`src/stbs_pkg.sv`:
```
// stbs_pkg: shared types and constants of the sorted table binary search block
// used by stbs_ctrl, stbs_dp and sorted_table_binary_search_top
`default_nettype none

package stbs_pkg;

   localparam int TABLE_DEPTH = 1024;
   localparam int IDX_W       = $clog2(TABLE_DEPTH);
   localparam int CNT_W       = IDX_W + 1;
   localparam int BND_W       = IDX_W + 2;
   localparam int DATA_W      = 32;

   typedef enum logic {
      OP_LOAD   = 1'b0,
      OP_SEARCH = 1'b1
   } op_type;

   typedef enum logic [1:0] {
      ST_IDLE,
      ST_ADDR,
      ST_CMP,
      ST_DONE
   } state_type;

   // commands from controller to datapath
   typedef struct packed {
      logic load_wr;
      logic start;
      logic read;
      logic compare;
      logic emit;
   } cmd_type;

   // status from datapath to controller
   typedef struct packed {
      logic range_empty;
      logic equal;
      logic out_free;
   } sts_type;

endpackage

`default_nettype wire

```
`src/stbs_ctrl.sv`:
```
// stbs_ctrl: state machine that sequences loads and binary search probes
// depends on stbs_pkg
`default_nettype none

module stbs_ctrl
   import stbs_pkg::*;
(
   input  wire logic    clock,
   input  wire logic    reset,
   input  wire logic    req_valid,
   input  wire logic    req_op,
   output logic         req_ready,
   input  wire sts_type sts,
   output cmd_type      cmd
);

   state_type state_ff;
   state_type state_in;

   always_ff @(posedge clock) begin
      if (reset) begin
         state_ff <= ST_IDLE;
      end else begin
         state_ff <= state_in;
      end
   end

   always_comb begin
      state_in  = state_ff;
      req_ready = 1'b0;
      cmd       = '0;
      unique case (state_ff)
         ST_IDLE: begin
            req_ready = 1'b1;
            if (req_valid) begin
               if (req_op == OP_LOAD) begin
                  cmd.load_wr = 1'b1;
               end else begin
                  cmd.start = 1'b1;
                  state_in  = ST_ADDR;
               end
            end
         end
         ST_ADDR: begin
            if (sts.range_empty) begin
               state_in = ST_DONE;
            end else begin
               cmd.read = 1'b1;
               state_in = ST_CMP;
            end
         end
         ST_CMP: begin
            cmd.compare = 1'b1;
            state_in    = sts.equal ? ST_DONE : ST_ADDR;
         end
         ST_DONE: begin
            if (sts.out_free) begin
               cmd.emit = 1'b1;
               state_in = ST_IDLE;
            end
         end
         default: begin
            state_in = ST_IDLE;
         end
      endcase
   end

endmodule

`default_nettype wire

```
`config.mk`:
```
export PLATFORM = sky130hd
export DESIGN_NAME = stbs_ctrl
export DESIGN_NICKNAME = d
export VERILOG_FILES = /design/src/stbs_pkg.sv /design/src/stbs_ctrl.sv
export SDC_FILE = /design/constraint.sdc
export NUM_CORES = 1
export LEC_CHECK = 0
export ABC_AREA = 1
export CAP_MARGIN = 30
export CORE_AREA = 2 2 39 41
export CTS_CLUSTER_SIZE = 12
export DETAILED_ROUTE_END_ITERATION = 6
export DIE_AREA = 0 0 41 43
export DONT_BUFFER_PORTS = 1
export HOLD_SLACK_MARGIN = 0.05
export PLACE_DENSITY_LB_ADDON = 0.08
export SLEW_MARGIN = 25
export SYNTH_ARGS = -nofsm -noshare
export SYNTH_HDL_FRONTEND = slang
export SYNTH_SLANG_ARGS = --single-unit
```
`constraint.sdc`:
```
create_clock -name clock -period 1.1 [get_ports clock]
set_clock_uncertainty 0.2 [all_clocks]
set_input_delay 0.11 -clock clock [delete_from_list [all_inputs] [get_ports clock]]
set_output_delay 0.11 -clock clock [all_outputs]
set_load 0.01 [all_outputs]
```
# Word-level counts from Yosys, hierarchy flattened
# Index checks and enable logic that the tools add are counted.
dict set report classes {
  eq_ne 6
  mux 16
  n_reduce_logical 2
}
# op count
set op_table {}
lappend op_table {{$mux W2} 6}
lappend op_table {{$mux W1} 9}
lappend op_table {{$pmux W2 S4} 1}
lappend op_table {{$ne A2 B2 Y1 const B} 3}
lappend op_table {{$eq A2 B2 Y1 const B} 2}
lappend op_table {{$reduce_and A3 Y1} 1}
lappend op_table {{$eq A2 B1 Y1 const B} 1}
lappend op_table {{$logic_not A2 Y1} 1}
dict set report totals {
  ff_bits 2
  inputBits 7
  wordCells 25
}

# Longest topological paths before layout
# Gate-level depths: netlist of the first run.
dict set report logic_depth {
  depth_word 3
  depth_mapped 4
}

# Least setup slack after synthesis of the first run
# OpenSTA, ideal clock, no wires.
dict set report synth_timing {
  path_kind {flip-flop to output port}
  startpoint {register state_ff[0]}
  endpoint {output cmd[4] (netlist name)}
  arrival_time_ps 758
  setup_slack_ps 32
  stages_incl_launch_ff 4
  path_cell_list {dfxtp_1 -> nor2_2 -> nand2_1 -> nor2_1}
}
# element line
set synth_lines {}
lappend synth_lines {{from (decl)} stbs_ctrl.sv:17} ;# state_type state_ff;
lappend synth_lines {{from (signal assigned)} stbs_ctrl.sv:24} ;# state_ff <= state_in;
lappend synth_lines {{to (decl)} stbs_ctrl.sv:14} ;# output cmd_type cmd

# Final worst setup path of the first run
dict set report layout_timing {
  startpoint {register state_ff[1]}
  endpoint {output req_ready}
}
dict set report layout_between {
  elab_chain_cells 2
}
# element line
set layout_rtl {}
lappend layout_rtl {{$logic_not A2 Y1} stbs_ctrl.sv:32} ;# unique case (state_ff)
lappend layout_rtl {{$mux W1} stbs_ctrl.sv:32}
lappend layout_rtl {{to (decl)} stbs_ctrl.sv:12} ;# output logic req_ready,
# No other way between the ends.

==> impl_metrics.env, run 1 <==
export IMPL_cts_tree="done"
export IMPL_dieArea_mm2=0.001763
export IMPL_cts_buffers=3
export IMPL_grt_max_degree=7
export IMPL_clockBufferDepth=2
export IMPL_viasPerCell=3.447
export IMPL_violations="hold timing, setup timing"
export IMPL_grt_first_pass_wirelength_um=696
export IMPL_ir_drop_mv=0.2870
export IMPL_start_kind="flop"
export IMPL_setup_viol=7
export IMPL_pre_cts_ws_ps=20.67
export IMPL_required_ps=790
export IMPL_routabilityCongestion=0.5192
export IMPL_report_final_slew_viol_count=0
export IMPL_cpLargestDelayFamily="flip-flops"
export IMPL_syn_to_final_growth_pct=106.2
export IMPL_core_area_mm2=0.001384
export IMPL_overflow=0
export IMPL_drt_total_wl_um=416
export IMPL_clkTransAtPathRegs_ps=30
export IMPL_cp_cell_sequence="nor2_4 > buf_4 > buf_6"
export IMPL_first_iter_violations=0
export IMPL_leakage_uw=0.0001232
export IMPL_clkLatencyLatePin_ps=220
export IMPL_die_w_um=41
export IMPL_synth_nets=28
export IMPL_yosys_warnings=0
export IMPL_status="complete, but fails checks"
export IMPL_critical_path_arrival_ps=890
export IMPL_power_density_mw_per_mm2=1407
export IMPL_setup_slack_ps=-101.1
export IMPL_diodes=0
export IMPL_ctsHtreeMaxLevel=1
export IMPL_first_global_vias=194
export IMPL_tightest_slew_ps=142.8
export IMPL_drcViolationCount=0
export IMPL_io_pins=13
export IMPL_max_cap_viol_count=0
export IMPL_rows=14
export IMPL_routedWlPerCell_um=8.851
export IMPL_endpoint_kind="output port"
export IMPL_path_class="reg2out"
export IMPL_port_buffers=0
export IMPL_antenna_found_initial=0
export IMPL_synth_seq_cells=2
export IMPL_cpMaxStageDelayCell="dfxtp_4"
export IMPL_hold_viol=2
export IMPL_clock_sinks=2
export IMPL_fmax_ghz=0.8326
export IMPL_syn_area_um2=121.4
export IMPL_drt_first_pass_iters=1
export IMPL_max_slew_margin_pct=90.47
export IMPL_max_stage_delay_ps=360
export IMPL_fillers=166
export IMPL_fin_nets=40
export IMPL_largestRegisters="state_ff (2)"
export IMPL_start_util_pct=8.770
export IMPL_stdcell_count=47
export IMPL_cts_root_buffer_cell="clkbuf_4"
export IMPL_path_buf_inv=2
export IMPL_ys_types=8
export IMPL_dp_cells=39
export IMPL_die_y_um=43
export IMPL_fin_crit_ps=1201
export IMPL_track_usage_pct=6.800
export IMPL_vias=162
export IMPL_drtAntennaViolNets=0
export IMPL_final_common_cell="nand2_1"
export IMPL_top_register="state_ff"
export IMPL_avgSynthCellArea_um2=5.779
export IMPL_yosysSeqAreaShare_pct=32.99
export IMPL_grt_setup_unrepaired="true"
export IMPL_whs_ps=-22.89
export IMPL_hold_class="in2reg"
export IMPL_post_route_period_util_pct=109.2
export IMPL_drive_above_1_share_pct=51.61
export IMPL_largest_register_ff_count=2
export IMPL_ctsHoldBuffers=3
export IMPL_synth_cells=21
export IMPL_cp_max_fo=5
## worst min-delay path: stages
cell and delay, ps:
nand3_1 90, nand2_1 120, nor2_2 40
## cell families (layout without fill, tap and decap cells)
| logic type | count (synthesis) | after routing | share of synthesized area (%) |
|---|---|---|---|
| buf+inv | 5 | 15 | 15.47 |
| compound gates | 1 | 1 | 4.120 |
| flops | 2 | 2 | 32.99 |
| simple gates | 13 | 13 | 47.42 |
## per-stage QoR
step | utilization [%] | setup TNS [ps] | power (uW) | hold WS, ps | cell area [um2]
after floorplan | - | 0 | 131.4 | 67.53 | 121.4
after global placement | 11.30 | 0 | 154.1 | 72.95 | 156.4
after detailed placement | 11.30 | 0 | 154.2 | 72.79 | 156.4
after CTS | 18.08 | -518.2 | 366.8 | -25.35 | 250.2
after global routing | 18.08 | -748.0 | 387.0 | -17.17 | 250.2
final | 18.08 | -377.7 | 352.2 | -22.89 | 250.2
## synth_stat cells, drive strengths merged
master	instances	area share (%)
a21oi	1	4.1
dfxtp	2	33
inv	5	15
nand2	5	15
nand3	2	8.2
nor2	5	20
nor3	1	4.1
## timing repair
item                                    in CTS  in global routing
pin swaps                                    3                  1
setup buffers                                2                  0
gates resized for setup                     11                  0
endpoints found under the hold margin        3                  2
endpoints found under the setup margin       6                  7
## where the power goes
part           switching, uW  internal, uW
Combinational           42.0          52.6
Clock                   38.9           120
Sequential              17.1          81.4
Total                   98.0           254
## area by class of cell
| cell class | instances | area [um2] | share of cell area (%) |
|---|---|---|---|
| Clock buffer | 3 | 22.52 | 9.000 |
| Multi-Input combinational cell | 14 | 77.57 | 31.00 |
| Tap cell | 16 | 20.02 | 8.000 |
| Inverter | 5 | 18.77 | 7.500 |
| Timing Repair Buffer | 7 | 63.81 | 25.50 |
| Sequential cell | 2 | 47.55 | 19.00 |
## routing by layer
layer | global-route usage [%] | part of all wire [%]
met5 | 0 | 0
met4 | 10.00 | 0
met3 | 3.141 | 5.8
met2 | 10.00 | 60
met1 | 4.762 | 34
## worst paths after layout
path	startpoint	endpoint	slack, ps	depth (start not counted)
setup reg to reg	state_ff[1]	state_ff[0]	-20	6
hold reg to reg	state_ff[0]	state_ff[1]	360	2
setup / recovery	state_ff[1]	req_ready	-100	3
hold / removal	sts[0]	state_ff[0]	-20	3
Note: power is estimated with default switching activity, not from simulation.
==> inputs of run 2 (changes only) <==
Settings changed: PLACE_DENSITY set to 0.3, PLACE_DENSITY_LB_ADDON 0.08 to not set.
==> impl_metrics.env, run 2 (synthesized netlist as in run 1, its figures left out) <==
export IMPL_status="complete, but fails checks"
export IMPL_violations="hold timing, setup timing"
export IMPL_power_density_mw_per_mm2=1468
export IMPL_rows=14
export IMPL_die_w_um=41
export IMPL_vias=148
export IMPL_diodes=0
export IMPL_ir_drop_mv=0.3982
export IMPL_fmax_ghz=0.8338
export IMPL_endpoint_kind="output port"
export IMPL_grt_max_degree=7
export IMPL_max_slew_margin_pct=86.06
export IMPL_drtAntennaViolNets=0
export IMPL_power_frac_clock_pct=48.8
export IMPL_rr_endpoint="state_ff[0]"
export IMPL_hold_class="in2reg"
export IMPL_clock_sinks=2
export IMPL_placed_cell_area_um2=156.4
export IMPL_core_area_mm2=0.001384
export IMPL_multi_input_area_um2=82.58
export IMPL_combPwrFrac_pct=22.3
export IMPL_fin_nets=37
export IMPL_power_switching_uw=95.80
export IMPL_fin_crit_ps=1199
export IMPL_drcViolationCount=0
export IMPL_drt_total_wl_um=356
export IMPL_r2r_cells=4
export IMPL_required_ps=790
export IMPL_first_iter_violations=0
export IMPL_most_common_layout_cells="4 x nand2_1, 3 x inv_1, 3 x clkbuf_4"
export IMPL_fillers=158
export IMPL_clockBufferDepth=2
export IMPL_overflow=0
export IMPL_report_final_slew_viol_count=0
export IMPL_clkLatencyLatePin_ps=220
export IMPL_syn_to_final_growth_pct=86.60
export IMPL_drt_first_pass_iters=1
export IMPL_grt_first_pass_wirelength_um=420
export IMPL_path_class="reg2out"
export IMPL_post_route_period_util_pct=109.0
export IMPL_p_int_uw=236.7
export IMPL_whs_ps=-37.63
export IMPL_first_global_vias=112
export IMPL_cts_buffers=3
export IMPL_ctsHoldBuffers=2
export IMPL_antenna_found_initial=0
export IMPL_largest_register_ff_count=2
export IMPL_register_area_um2=47.55
export IMPL_die_y_um=43
export IMPL_clkTransAtPathRegs_ps=30
export IMPL_ff2ff_setup_slack_ps=140
export IMPL_setup_viol=6
export IMPL_leakage_uw=0.0001109
export IMPL_tightest_slew_ps=208.3
export IMPL_io_pins=13
export IMPL_max_cap_viol_count=0
export IMPL_power_frac_seq_pct=28.9
export IMPL_routedWlPerCell_um=8.091
export IMPL_largestRegisters="state_ff (2)"
export IMPL_crit_end="cmd[4]"
export IMPL_start_kind="flop"
export IMPL_p_sw_share_pct=28.81
export IMPL_fin_area_um2=226.5
export IMPL_cts_tree="done"
export IMPL_routabilityCongestion=0.6539
export IMPL_port_buffers=0
export IMPL_worstSetupStartpoint="state_ff[0]"
export IMPL_hold_viol=2
export IMPL_timing_rr_start="state_ff[0]"
export IMPL_critical_path_arrival_ps=890
export IMPL_start_util_pct=8.770
export IMPL_setup_slack_ps=-99.35
export IMPL_dieArea_mm2=0.001763
export IMPL_final_common_cell="nand2_1"
export IMPL_drive_above_1_share_pct=50.00
export IMPL_cts_root_buffer_cell="clkbuf_4"
export IMPL_fin_total_pwr_uw=332.5
export IMPL_top_register="state_ff"
export IMPL_viasPerCell=3.364
export IMPL_cp_max_fo=6
export IMPL_ctsHtreeMaxLevel=1
export IMPL_track_usage_pct=4.304
export IMPL_grt_setup_unrepaired="true"
-- run 2: cell count changes in the layout (fill, tap and decap cells not counted) --
cell / delta
nor2_2: -2
buf_6: -1
dlygate4sd3_1: -1
nand2_2: +1
nor2_1: +1
buf_4: -1
nand2_1: -1
nor2_4: +1
-- run 2: power by group through the flow --
stage	logic, uW	clock network [uW]	registers [uW]
after CTS	73.7	178	94.9
after global routing	83.2	184	97.6
after floorplan	41.1	0	90.3
after global placement	57.8	0	92.2
final	74.0	162	96.3
after detailed placement	59.3	0	92.4
-- run 2: metrics by stage --
step / utilization [%] / instances / setup TNS [ps] / hold WS (ps) / worst slack, ps
4_1_cts: 15.82 / 44 / -479.3 / -73.26 / -131.5
5_1_grt: 16.37 / 44 / -591.8 / -16.36 / -146.0
2_1_floorplan: - / 21 / 0 / 67.53 / 31.79
3_3_place_gp: 11.30 / 39 / 0 / 73.60 / 52.00
6_report: 16.37 / 44 / -304.6 / -37.63 / -99.35
3_5_place_dp: 11.30 / 39 / 0 / 71.44 / 24.01
-- run 2: repair_timing --
| item | 4_1_cts | 5_1_grt |
|---|---|---|
| setup endpoints to repair | 6 | 6 |
| pin swaps | 2 | 3 |
| buffers inserted | 0 | 0 |
| hold endpoints to repair | 3 | 3 |
| resized for setup | 8 | 3 |
| gates cloned | 0 | 0 |
-- run 2: area by class of cell --
cell class | count | area share [%]
flip-flops and latches | 2 | 20.99
multi-input cells | 14 | 36.46
repair buffers | 4 | 15.47
well taps | 16 | 8.840
inverters | 5 | 8.287
clock buffers | 3 | 9.945
-- run 2: layer usage --
layer | vias up | wire length [um] | GRT usage (%)
met5 | - | 0 | 0
met4 | 0 | 0 | 6.000
met3 | 0 | 53 | 4.188
met2 | 11 | 122 | 3.750
met1 | 55 | 180 | 4.459
li1 | 82 | - | -
-- run 2: worst max-delay path: stages (launching register included) --
cell and delay [ps]:
dfxtp_4 360, nor2_4 130, nand2_2 80, nor2_4 100
-- run 2: worst min-delay path by stage --
stage	from	end	depth (start not counted)
floorplan	req_op	cmd[4]	1
global placement	req_op	cmd[4]	1
detailed placement	req_op	cmd[4]	1
CTS	sts[0]	state_ff[0]	3
global route	sts[0]	state_ff[0]	3
finish	sts[0]	state_ff[0]	3
